$ cat src/hw/rtl/twist_scroll_mode_classifier_core_macros.svh
// Assertion macros for the twist scroll mode classifier.
// Included by the top level; checks compile out under SYNTHESIS.
`ifndef TWIST_SCROLL_MODE_CLASSIFIER_CORE_MACROS_SVH
`define TWIST_SCROLL_MODE_CLASSIFIER_CORE_MACROS_SVH
`ifndef SYNTHESIS
`define TWSC_ASSERT(lbl, prop, msg) \
  lbl: assert property (@(posedge clk_i) disable iff (!rst_ni) (prop)) else $error(msg);
`define TWSC_ASSERT_IMPL(lbl, ante, cons, msg) \
  lbl: assert property (@(posedge clk_i) disable iff (!rst_ni) (ante) |-> (cons)) \
    else $error(msg);
`define TWSC_ASSERT_NEXT(lbl, ante, cons, msg) \
  lbl: assert property (@(posedge clk_i) disable iff (!rst_ni) (ante) |=> (cons)) \
    else $error(msg);
`else
`define TWSC_ASSERT(lbl, prop, msg)
`define TWSC_ASSERT_IMPL(lbl, ante, cons, msg)
`define TWSC_ASSERT_NEXT(lbl, ante, cons, msg)
`endif
`endif

$ cat src/hw/rtl/twsc_pkg.sv
// Shared types and constants of the twist scroll mode classifier.
// No dependencies; used by the divider and the top level.
package twsc_pkg;

  localparam int unsigned DeltaW  = 16;
  localparam int unsigned TimeW   = 32;
  localparam int unsigned AvgW    = 19;
  localparam int unsigned DivW    = 8;
  localparam int unsigned WinW    = 16;
  localparam int unsigned CfgIdxW = 3;
  localparam int unsigned CfgW    = 19;

  localparam logic [1:0] OP_REL_X   = 2'd0;
  localparam logic [1:0] OP_REL_Y   = 2'd1;
  localparam logic [1:0] OP_REL_OTH = 2'd2;
  localparam logic [1:0] OP_NON_REL = 2'd3;

  localparam logic [1:0] CODE_X     = 2'd0;
  localparam logic [1:0] CODE_Y     = 2'd1;
  localparam logic [1:0] CODE_WHEEL = 2'd2;
  localparam logic [1:0] CODE_ORIG  = 2'd3;

  localparam logic [CfgIdxW-1:0] REG_SCROLL_DIV = 3'd0;
  localparam logic [CfgIdxW-1:0] REG_CURSOR_TH  = 3'd1;
  localparam logic [CfgIdxW-1:0] REG_SCROLL_TH  = 3'd2;
  localparam logic [CfgIdxW-1:0] REG_EXIT_TH    = 3'd3;
  localparam logic [CfgIdxW-1:0] REG_SYNC_WIN   = 3'd4;

  localparam logic [DivW-1:0] RST_SCROLL_DIV = 8'd1;
  localparam logic [AvgW-1:0] RST_CURSOR_TH  = 19'd10;
  localparam logic [AvgW-1:0] RST_SCROLL_TH  = 19'd24;
  localparam logic [AvgW-1:0] RST_EXIT_TH    = 19'd4;
  localparam logic [WinW-1:0] RST_SYNC_WIN   = 16'd10;

  typedef struct packed {
    logic [1:0]               opcode;
    logic                     from_right;
    logic signed [DeltaW-1:0] delta;
    logic [TimeW-1:0]         now_ms;
  } twsc_in_t;

  typedef struct packed {
    logic                     pass_on;
    logic [1:0]               out_code;
    logic signed [DeltaW-1:0] out_value;
    logic                     scroll_active;
    logic                     cursor_active;
  } twsc_out_t;

  typedef struct packed {
    logic              start;
    logic [DeltaW-1:0] dividend;
    logic [DivW-1:0]   divisor;
  } twsc_div_req_t;

  typedef struct packed {
    logic              busy;
    logic              done;
    logic [DeltaW-1:0] quotient;
  } twsc_div_rsp_t;

endpackage

$ cat src/hw/rtl/twist_scroll_mode_classifier_core.sv
// Twist scroll mode classifier: sequencer, averages, mode latches, output stage.
// Y, other and unpaired X items pass S_EVAL and S_MODE (or S_GAP) to S_DONE; a paired X item
// adds S_AVG and S_LATCH, and a wheel value waits in S_DIV for the 16-step divider (twsc_div).
// The input stalls until the result is loaded, so no new item is taken before the last one is
// through, and a stalled output register holds the result back further.
// Asynchronous active-low reset restores registers, averages and latches.
`include "twist_scroll_mode_classifier_core_macros.svh"
module twist_scroll_mode_classifier_core import twsc_pkg::*; (
  input  logic               clk_i,
  input  logic               rst_ni,
  input  logic               in_valid_i,
  output logic               in_stall_o,
  input  twsc_in_t           in_data_i,
  output logic               out_valid_o,
  input  logic               out_stall_i,
  output twsc_out_t          out_data_o,
  input  logic               cfg_valid_i,
  output logic               cfg_ready_o,
  input  logic [CfgIdxW-1:0] cfg_index_i,
  input  logic [CfgW-1:0]    cfg_data_i
);

  typedef enum logic [2:0] {
    S_IDLE, S_EVAL, S_GAP, S_AVG, S_LATCH, S_MODE, S_DIV, S_DONE
  } state_e;

  function automatic logic [AvgW-1:0] ema(input logic [AvgW-1:0] cur,
                                          input logic [DeltaW-1:0] mag);
    logic [AvgW+1:0] sum;
    sum = {mag, 3'b000} + {1'b0, cur, 1'b0} + {2'b00, cur};
    return sum[AvgW+1:2];
  endfunction

  function automatic logic [DeltaW-1:0] mag16(input logic signed [DeltaW-1:0] v);
    return v[DeltaW-1] ? DeltaW'(-v) : v;
  endfunction

  state_e state_q;
  twsc_in_t  in_q;
  twsc_out_t out_q;
  logic      out_valid_q;

  logic [DivW-1:0]   scroll_div_q;
  logic [AvgW-1:0]   cursor_th_q;
  logic [AvgW-1:0]   scroll_th_q;
  logic [AvgW-1:0]   exit_th_q;
  logic [WinW-1:0]   sync_win_q;

  logic signed [DeltaW-1:0] rd_q;
  logic signed [DeltaW-1:0] bd_q;
  logic [TimeW-1:0]  rt_q;
  logic [TimeW-1:0]  bt_q;
  logic              scroll_q;
  logic              cursor_q;
  logic [AvgW-1:0]   twist_avg_q;
  logic [AvgW-1:0]   cursor_avg_q;

  logic [TimeW-1:0]  gap_q;
  logic [DeltaW-1:0] mean_q;
  logic              pass_q;
  logic [1:0]        code_q;
  logic signed [DeltaW-1:0] value_q;
  logic              wneg_q;

  logic [TimeW-1:0]  new_rt;
  logic [TimeW-1:0]  new_bt;
  logic [TimeW-1:0]  gap_mag;
  logic [DeltaW:0]   pair_sum;
  logic              same_sign;
  logic              clr;
  logic              cur1;
  logic              scr1;
  logic              cur2;
  logic              scr2;
  logic signed [DeltaW:0] wsum;
  logic signed [DeltaW:0] wsum_adj;
  logic signed [DeltaW-1:0] wmean;
  logic              wheel_ok;
  logic              cursor_hit;
  logic              load_out;

  twsc_div_req_t div_req;
  twsc_div_rsp_t div_rsp;

  assign in_stall_o  = state_q != S_IDLE;
  assign out_valid_o = out_valid_q;
  assign out_data_o  = out_q;
  assign cfg_ready_o = 1'b1;

  assign new_rt    = in_q.from_right ? in_q.now_ms : rt_q;
  assign new_bt    = in_q.from_right ? bt_q : in_q.now_ms;
  assign gap_mag   = gap_q[TimeW-1] ? TimeW'(-gap_q) : gap_q;
  assign pair_sum  = {1'b0, mag16(rd_q)} + {1'b0, mag16(bd_q)};
  assign same_sign = (rd_q != '0) && (bd_q != '0) && (rd_q[DeltaW-1] == bd_q[DeltaW-1]);

  assign clr  = (cursor_avg_q < exit_th_q) && (twist_avg_q < exit_th_q);
  assign scr1 = scroll_q && !clr;
  assign cur1 = cursor_q && !clr;
  assign cur2 = cur1 || (!scr1 && (cursor_avg_q > cursor_th_q));
  assign scr2 = scr1 || (!cur2 && (twist_avg_q > scroll_th_q));

  assign wsum     = {rd_q[DeltaW-1], rd_q} + {bd_q[DeltaW-1], bd_q};
  assign wsum_adj = wsum + (DeltaW+1)'(wsum[DeltaW]);
  assign wmean    = wsum_adj[DeltaW:1];
  assign wheel_ok = (code_q == CODE_X) && (rd_q != '0) && (bd_q != '0);
  assign cursor_hit = (code_q == CODE_X) && (in_q.from_right ? (rd_q != '0) : (bd_q != '0));

  assign load_out = (state_q == S_DONE) && (!out_valid_q || !out_stall_i);

  assign div_req.start    = (state_q == S_MODE) && pass_q && (in_q.opcode != OP_NON_REL)
                            && scroll_q && wheel_ok;
  assign div_req.dividend = mag16(wmean);
  assign div_req.divisor  = (scroll_div_q == '0) ? RST_SCROLL_DIV : scroll_div_q;

  twsc_div u_div (
    .clk_i  (clk_i),
    .rst_ni (rst_ni),
    .req_i  (div_req),
    .rsp_o  (div_rsp)
  );

  always_ff @(posedge clk_i or negedge rst_ni) begin
    if (!rst_ni) begin
      state_q      <= S_IDLE;
      out_valid_q  <= 1'b0;
      in_q         <= '0;
      out_q        <= '0;
      gap_q        <= '0;
      mean_q       <= '0;
      pass_q       <= 1'b0;
      code_q       <= CODE_X;
      value_q      <= '0;
      wneg_q       <= 1'b0;
      scroll_div_q <= RST_SCROLL_DIV;
      cursor_th_q  <= RST_CURSOR_TH;
      scroll_th_q  <= RST_SCROLL_TH;
      exit_th_q    <= RST_EXIT_TH;
      sync_win_q   <= RST_SYNC_WIN;
      rd_q         <= '0;
      bd_q         <= '0;
      rt_q         <= '0;
      bt_q         <= '0;
      scroll_q     <= 1'b0;
      cursor_q     <= 1'b0;
      twist_avg_q  <= '0;
      cursor_avg_q <= '0;
    end else begin
      if (cfg_valid_i && cfg_ready_o) begin
        unique case (cfg_index_i)
          REG_SCROLL_DIV: scroll_div_q <= cfg_data_i[DivW-1:0];
          REG_CURSOR_TH:  cursor_th_q  <= cfg_data_i[AvgW-1:0];
          REG_SCROLL_TH:  scroll_th_q  <= cfg_data_i[AvgW-1:0];
          REG_EXIT_TH:    exit_th_q    <= cfg_data_i[AvgW-1:0];
          REG_SYNC_WIN:   sync_win_q   <= cfg_data_i[WinW-1:0];
          default: ;
        endcase
      end

      if (load_out) begin
        out_valid_q <= 1'b1;
      end else if (out_valid_q && !out_stall_i) begin
        out_valid_q <= 1'b0;
      end

      unique case (state_q)
        S_IDLE: begin
          if (in_valid_i) begin
            in_q    <= in_data_i;
            state_q <= S_EVAL;
          end
        end
        S_EVAL: begin
          pass_q <= 1'b1;
          unique case (in_q.opcode) inside
            OP_REL_X: begin
              code_q  <= CODE_X;
              value_q <= in_q.delta;
              if (in_q.from_right) begin
                rd_q <= in_q.delta;
                rt_q <= in_q.now_ms;
              end else begin
                bd_q <= in_q.delta;
                bt_q <= in_q.now_ms;
              end
              gap_q   <= new_rt - new_bt;
              state_q <= S_GAP;
            end
            OP_REL_Y: begin
              code_q       <= in_q.from_right ? CODE_X : CODE_Y;
              value_q      <= DeltaW'(-in_q.delta);
              cursor_avg_q <= ema(cursor_avg_q, mag16(in_q.delta));
              state_q      <= S_MODE;
            end
            OP_REL_OTH, OP_NON_REL: begin
              code_q  <= CODE_ORIG;
              value_q <= in_q.delta;
              state_q <= S_MODE;
            end
            default: ;
          endcase
        end
        S_GAP: begin
          mean_q <= pair_sum[DeltaW:1];
          if (gap_mag <= {{(TimeW-WinW){1'b0}}, sync_win_q}) begin
            state_q <= S_AVG;
          end else begin
            pass_q  <= 1'b0;
            state_q <= S_DONE;
          end
        end
        S_AVG: begin
          cursor_avg_q <= ema(cursor_avg_q, mean_q);
          twist_avg_q  <= same_sign ? ema(twist_avg_q, mean_q) : (twist_avg_q >> 1);
          state_q      <= S_LATCH;
        end
        S_LATCH: begin
          scroll_q <= scr2;
          cursor_q <= cur2;
          state_q  <= S_MODE;
        end
        S_MODE: begin
          state_q <= div_req.start ? S_DIV : S_DONE;
          if (pass_q && (in_q.opcode != OP_NON_REL)) begin
            if (scroll_q) begin
              if (wheel_ok) begin
                wneg_q  <= wmean[DeltaW-1];
                rd_q    <= '0;
                bd_q    <= '0;
              end else begin
                pass_q <= 1'b0;
              end
            end else if (cursor_q) begin
              if (cursor_hit) begin
                rd_q   <= '0;
                bd_q   <= '0;
                pass_q <= 1'b0;
              end
            end else if (code_q == CODE_X) begin
              pass_q <= 1'b0;
            end
          end
        end
        S_DIV: begin
          if (div_rsp.done) begin
            code_q  <= CODE_WHEEL;
            value_q <= wneg_q ? div_rsp.quotient : DeltaW'(-div_rsp.quotient);
            state_q <= S_DONE;
          end
        end
        S_DONE: begin
          if (load_out) begin
            out_q.pass_on       <= pass_q;
            out_q.out_code      <= code_q;
            out_q.out_value     <= value_q;
            out_q.scroll_active <= scroll_q;
            out_q.cursor_active <= cursor_q;
            state_q             <= S_IDLE;
          end
        end
        default: state_q <= S_IDLE;
      endcase
    end
  end

  `TWSC_ASSERT(a_latch_excl, !(scroll_q && cursor_q), "Scroll and cursor latches both set.")
  `TWSC_ASSERT_IMPL(a_div_state, div_rsp.busy, state_q == S_DIV, "Divider busy outside wait.")
  `TWSC_ASSERT_NEXT(a_accept_eval, in_valid_i && !in_stall_o, state_q == S_EVAL, "Item lost.")
  `TWSC_ASSERT_IMPL(a_wheel_pass, out_valid_o && (out_data_o.out_code == CODE_WHEEL),
                    out_data_o.pass_on, "Wheel item stopped.")

endmodule

$ cat src/hw/rtl/twsc_div.sv
// Serial restoring divider, one quotient bit per cycle.
// Depends on twsc_pkg for widths and the request and response structs.
module twsc_div import twsc_pkg::*; (
  input  logic          clk_i,
  input  logic          rst_ni,
  input  twsc_div_req_t req_i,
  output twsc_div_rsp_t rsp_o
);

  localparam logic [3:0] LastIter = 4'(DeltaW - 1);

  logic [DivW-1:0]   rem_q;
  logic [DeltaW-1:0] dvd_q;
  logic [DivW-1:0]   dsr_q;
  logic [3:0]        cnt_q;
  logic              busy_q;
  logic              done_q;
  logic [DivW:0]     rem_sh;
  logic              ge;
  logic [DivW:0]     rem_sub;

  assign rem_sh  = {rem_q, dvd_q[DeltaW-1]};
  assign ge      = rem_sh >= {1'b0, dsr_q};
  assign rem_sub = rem_sh - {1'b0, dsr_q};

  always_ff @(posedge clk_i or negedge rst_ni) begin
    if (!rst_ni) begin
      busy_q <= 1'b0;
      done_q <= 1'b0;
      cnt_q  <= '0;
    end else begin
      done_q <= 1'b0;
      if (req_i.start) begin
        busy_q <= 1'b1;
        cnt_q  <= '0;
      end else if (busy_q) begin
        cnt_q <= cnt_q + 4'd1;
        if (cnt_q == LastIter) begin
          busy_q <= 1'b0;
          done_q <= 1'b1;
        end
      end
    end
  end

  always_ff @(posedge clk_i) begin
    if (req_i.start) begin
      rem_q <= '0;
      dvd_q <= req_i.dividend;
      dsr_q <= req_i.divisor;
    end else if (busy_q) begin
      rem_q <= ge ? rem_sub[DivW-1:0] : rem_sh[DivW-1:0];
      dvd_q <= {dvd_q[DeltaW-2:0], ge};
    end
  end

  assign rsp_o.busy     = busy_q;
  assign rsp_o.done     = done_q;
  assign rsp_o.quotient = dvd_q;

endmodule
$ cat config.mk
export PLATFORM = sky130hd
export DESIGN_NAME = twist_scroll_mode_classifier_core
export DESIGN_NICKNAME = d
export VERILOG_FILES = /design/src/hw/rtl/twsc_pkg.sv /design/src/hw/rtl/twist_scroll_mode_classifier_core.sv /design/src/hw/rtl/twsc_div.sv
export VERILOG_INCLUDE_DIRS = /design/src /design/src/hw/rtl
export SDC_FILE = /design/constraint.sdc
export NUM_CORES = 1
export LEC_CHECK = 0
export BUFFER_PORTS_ARGS = -buffer_cell sky130_fd_sc_hd__buf_2
export CAP_MARGIN = 10
export CORE_ASPECT_RATIO = 0.5
export CORE_UTILIZATION = 55
export CTS_BUF_LIST = sky130_fd_sc_hd__clkbuf_4 sky130_fd_sc_hd__clkbuf_8 sky130_fd_sc_hd__clkbuf_16
export CTS_CLUSTER_SIZE = 28
export DETAILED_ROUTE_END_ITERATION = 16
export PLACE_DENSITY = 0.8
export SLEW_MARGIN = 20
export SYNTH_ARGS = -nofsm -noshare
export SYNTH_HDL_FRONTEND = slang
export SYNTH_SLANG_ARGS = --single-unit
$ cat constraint.sdc
create_clock -name clk_i -period 7.25 [get_ports clk_i]
set_input_delay 0.725 -clock clk_i [delete_from_list [all_inputs] [get_ports clk_i]]
set_output_delay 0.725 -clock clk_i [all_outputs]
set_load 0.01 [all_outputs]
; ---- Word-level counts from Yosys, hierarchy flattened
; Index checks and enable logic that the tools add are counted.
[totals]
register_bits = 399
latch_bits = 0
ramBits = 0
mem_bits_ro = 0
in_bits = 78
output_inout_bits = 24
word_cells = 211
mem_count = 0
[classes]
add_sub_neg = 18
multipliers = 0
div_mod_pow = 0
n_lt_le_gt_ge = 6
eq_ne = 35
n_shift = 0
muxes = 58
bitwise_logic = 0
n_reduce_logical = 58
[op_table]
columns = cell, count
row1 = two-way mux 16 bit, 17
row2 = case mux 16 bit (2 select lines), 4
row3 = two-way mux 32 bit, 3
row4 = negator 16 bit, 5
row5 = adder 19 x 20 -> 21 bit, 3
row6 = adder 21 x 19 -> 21 bit, 3
row7 = > comparator 19 bit, 2
row8 = less-than comparator 19 bit, 2
row9 = two-way mux 19 bit, 2
row10 = case mux 19 bit (2 select lines), 1
row11 = adder 16 x 16 -> 17 bit, 2
row12 = <= comparator 32 x 16 -> 1 bit, 1
row13 = negator 32 bit, 1
row14 = nonzero test 16 bit, 2
row15 = subtractor 32 bit, 1
row16 = case mux 3 bit (8 select lines), 1
row17 = two-way mux 1 bit, 18
row18 = "inequality test 3 bit, second input constant", 6
row19 = AND reduction 2 bit, 9
row20 = adder 17 x 1 -> 17 bit, 1
row21 = logical AND 1 bit, 17
row22 = "inequality test 2 bit, second input constant", 8
row23 = "== test 3 bit, second input constant", 5
row24 = AND reduction 7 bit, 2
row25 = 32 further kinds, 59

; ---- Depth between registers and ports, before layout
[depth]
ltp_word = 10
mapped_depth = 20
ltp_nobuf = 19

; ---- Modules after synthesis
; Synthesis repeated with hierarchy kept, for this count alone.
[hier_totals]
cells_unflattened = 2958
area_unflattened_um2 = 28076.9
[modules_own_cells]
columns = mod, n_inst, cells_each, area_per_inst_um2, seq_area_each_um2
row1 = twist_scroll_mode_classifier_core, 1, 2795, 26125.1, 9043.7
row2 = twsc_div, 1, 163, 1951.9, 1031.0

; ---- Worst setup path before layout
; Ideal clock, no wire load.
[synth_path]
path_kind = register -> register
start = register in_q[48] in the netlist's numbering
end = register gap_q[28]
setup_ns = 0.133
t_arrival_ns = 4.605
required_time_ns = 7.117
path_slack_ns = 2.512
path_stages_with_launch = 18
path_buffers = 4
period_less_slack_ns = 4.738
path_cell_list = dfrtp_1 > clkbuf_1 > clkbuf_1 > clkbuf_1 > buf_1 > mux2i_1 > ha_1 > nor2b_1 > o21a_1 > o21ai_0 > a21oi_1 > o21ai_0 > nor4_1 > o41a_1 > a221oi_1 > nor2_1 > a2111oi_0 > o31ai_1
[synth_between]
elab_chain_len = 2
elab_cells_between_ends = 3
cone_classes = add/sub (1) / mux (2)
[synth_rtl]
columns = element, line
row1 = start: declaration, twist_scroll_mode_classifier_core.sv:39  ; twsc_in_t in_q;
row2 = start signal: assignment, twist_scroll_mode_classifier_core.sv:168  ; in_q <= in_data_i;
row3 = two-way mux 32 bit, n/a
row4 = subtractor 32 bit (*), twist_scroll_mode_classifier_core.sv:185  ; gap_q <= new_rt - new_bt;
row5 = end signal: assignment, twist_scroll_mode_classifier_core.sv:185
row6 = end: declaration, twist_scroll_mode_classifier_core.sv:58  ; logic [TimeW-1:0] gap_q;
; Every way passes the cells marked *; elsewhere a longest branch is shown, timed or not.
; A chain may end at the register's enable or synchronous reset.

; ---- Worst setup path in the final report
[layout_path]
start = register rd_q[0]
end = register u_div.dvd_q[13], data pin
[layout_between]
elab_chain_len = 5
elab_cells_between_ends = 9
cone_classes = add/sub (3) / mux (2) / reduce/logical (4)
[layout_rtl]
columns = element, line
row1 = start: declaration, twist_scroll_mode_classifier_core.sv:49  ; logic signed [DeltaW-1:0] rd_q;
row2 = start signal: assignment, twist_scroll_mode_classifier_core.sv:179  ; rd_q <= in_q.delta;
row3 = adder 16 x 16 -> 17 bit / nonzero test 16 bit (equally long branches), "twist_scroll_mode_classifier_core.sv:102, twist_scroll_mode_classifier_core.sv:105"
row4 = adder 17 x 1 -> 17 bit / logical AND 1 bit (equally long branches), "twist_scroll_mode_classifier_core.sv:103, twist_scroll_mode_classifier_core.sv:105"
row5 = negator 16 bit / logical AND 1 bit (equally long branches), "twist_scroll_mode_classifier_core.sv:35, twist_scroll_mode_classifier_core.sv:105"
row6 = two-way mux 16 bit / logical AND 1 bit (equally long branches), "twist_scroll_mode_classifier_core.sv:35, twist_scroll_mode_classifier_core.sv:111"
row7 = two-way mux 16 bit (*), twsc_div.sv:47  ; if (req_i.start) begin
row8 = end signal: assignment, twsc_div.sv:49  ; dvd_q <= req_i.dividend;
row9 = end signal: assignment, twsc_div.sv:53  ; dvd_q <= {dvd_q[DeltaW-2:0], ge};
row10 = end: declaration, twsc_div.sv:13  ; logic [DeltaW-1:0] dvd_q;
; Marked as above.

==> metrics.txt <==
outcome=completed; routing usage on met3=0.0425; GRT overflow=0; Yosys warnings=0; final hold vios=0; Rows=57; Final Cycle Share=0.783; WP buf/inv=2; fmax=176 MHz; grt met2 use=0.433; area of the multi-input gates=0.0163 mm^2; gpl congestion=0.968; top_reg_cell synth=dfrtp_1; CTS buffer count=40; starting density of the core=0.561; critical path launch point type=flip-flop; I/O Buffers=100; vias per cell=5.91; R2R setup slack=1570 ps; fill count=3963; type of the tightest min-delay check=in -> async; Yosys reg bits=399; antenna cells=0; GRT Total Usage=0.264; Post-CTS Setup Bufs=0; via count=21.8k; largest net degree at the start of global routing=163; Post-synth EDFFs=24; CTS tree=built; skew final=25.7 ps; most frequent cells in the layout=nand2_1 (389), dfrtp_1 (358), o21ai_0 (300); Mapped Area=0.0274 mm^2; Routed Antenna Nets=0; Slew headroom=0.255; # H-tree levels=2; Setup Viol. Count Final=0; full die area=0.0508 mm^2; Core Box Area=0.0489 mm^2; clock sinks=399; CP max stage delay=680 ps; Max-Cap Viols=0; die height=160 um; nets=3355; Worst Max-Slew Pin Slew=1120 ps; crit path kind=reg -> reg; Synth Instances=2950; unrepaired setup endpoints after global routing=no; post-route setup TNS=0 ps; syn_nets=3307; placed cell area=0.0285 mm^2; Total Routed Length=66400 um; I/O pins=102; storage element area=0.0101 mm^2; async set or reset register ratio after synthesis=0.920; Clock transition at path regs=70 ps; worst hold slack=122 ps; fin util=0.611; hold_buf cts=0; global-route wire length before repair=110000 um; commonest non-fill, non-tap cell in the layout=nand2_1; ordered list of cells on the worst path=ha_1 > inv_1 > fa_1 > nor2b_1 > o31a_1 > o2111a_1 > o21ai_0 > o211ai_1 > inv_1 > ha_1 > nor4b_1 > nand3b_1 > nor3_1 > nand3_1 > nor4_2 > xor2_1 > o21ai_0 > xor2_1 > o21ai_0; clk_lat worst skew=560 ps; detailed-route DRC error count=0; final worst path period need=5680 ps; CP Data Required Time=7540 ps; Final Slew Violations=0; cell repeated most along the worst path=o21ai_0; crit-path max FO=14; Worst EP arrival=5970 ps; DRT iter0 DRCs=1567; number of global-route vias before repair=21.4k; initial antenna violation count=1; post-route cell area=0.0299 mm^2; count of cell types in the netlist=83; GR Util met1=0.371; crit-path leading delay family=simple AND/OR/NAND/NOR gates; Resize count post-CTS=0; register area share after synthesis=0.367; area grow syn2layout=8.88%; dpl hpwl=49900 um; Detailed Routing Iterations Pass 1=6; routed len/inst=18.0 um; Critical Path End Type=flip-flop; clk buf depth=3; clock root buffer master=clkbuf_16; layout cells sized above 1=0.133; syn avg cell area=9.29 um^2; GRT busiest layer=met2; Crit-path slowest cell=xor2_1; DIE WIDTH=318 um
-- per-stage QoR --
| step | setup WS (ps) | std cells |
|---|---|---|
| floorplan | 2510 | 2950 |
| global placement | 1840 | 3605 |
| detailed placement | 1640 | 3605 |
| CTS | 1610 | 3679 |
| global route | 1050 | 3679 |
| finish | 1570 | 3679 |
-- per-layer routing --
metal,up-vias,share of wire
li1,10500,-
met1,10600,0.46
met2,589,0.46
met3,115,0.067
met4,2,0.017
met5,-,0.00020
-- Yosys cell counts, drive strengths merged, types with 5 or more instances --
master	number	area share
nand2	392	0.054
dfrtp	359	0.33
o21ai	305	0.056
ha	224	0.10
inv	180	0.025
a21oi	164	0.030
mux2	163	0.067
nor2	159	0.022
xnor2	126	0.040
clkbuf	89	0.012
xor2	78	0.025
a21o	59	0.016
fa	55	0.040
nor3	51	0.0095
mux2i	43	0.016
nand3	36	0.0066
or3	33	0.0077
o31ai	32	0.0088
nand2b	31	0.0071
buf	24	0.0044
edfxtp	24	0.026
nor2b	24	0.0055
a211oi	21	0.0061
a31oi	21	0.0048
nand4	21	0.0050
o21a	20	0.0055
nor4	19	0.0046
and3	14	0.0032
o211ai	13	0.0036
o21bai	12	0.0033
or2	12	0.0028
or4	12	0.0034
a211o	11	0.0035
a21boi	9	0.0025
a2111oi	8	0.0026
and2	8	0.0018
dfstp	8	0.0077
dfxtp	8	0.0058
o22ai	8	0.0018
o41ai	8	0.0026
o31a	6	0.0019
nand3b	5	0.0014
nor3b	5	0.0014
-- area by class of cell --
cell class,count,area share
multi-input combinational,2257,0.545
sequential,399,0.338
clock buffer,51,0.0377
tap,649,0.0272
inverter,181,0.0228
timing repair buffer,119,0.0223
clock inverter,23,0.00733
-- worst paths after layout --
| kind | start | end | cells past startpoint |
|---|---|---|---|
| setup / recovery | rd_q[0] | u_div.dvd_q[13] | 19 |
| hold / removal | rst_ni | in_q[5] | 1 |
| setup reg to reg | rd_q[0] | u_div.dvd_q[13] | 19 |
| hold reg to reg | scroll_div_q[5] | u_div.dsr_q[5] | 0 |
| max in group asynchronous | rst_ni | value_q[12] | 2 |
| min in group clk_i | in_data_i[32] | in_q[32] | 3 |
-- state kept, by name (all words and copies together) (netlist names), 2 cells and up --
signal        count
u_div.cnt_q       4
cursor_th_q      19
u_div.dvd_q      16
out_data_o       21
state_q           3
rd_q             16
u_div.rem_q       8
sync_win_q       16
in_q             51
code_q            2
mean_q           16
bt_q             32
twist_avg_q      19
cursor_avg_q     19
exit_th_q        19
bd_q             16
scroll_div_q      8
u_div.dsr_q       8
value_q          16
rt_q             32
scroll_th_q      19
gap_q            32
-- kinds of logic after synthesis --
kind of cell               share of synthesized area
buffers and inverters                         0.0413
and+or+nand+nor                                0.140
AOI/OAI and AO/OA                              0.161
DFF                                            0.367
muxes                                         0.0826
other                                       0.000137
adders and majority gates                      0.142
xor gates and xnor gates                      0.0652
Power is left out: the tool's default activity adds up to more than one toggle a clock period on the data nets, which glitch-free logic cannot reach.
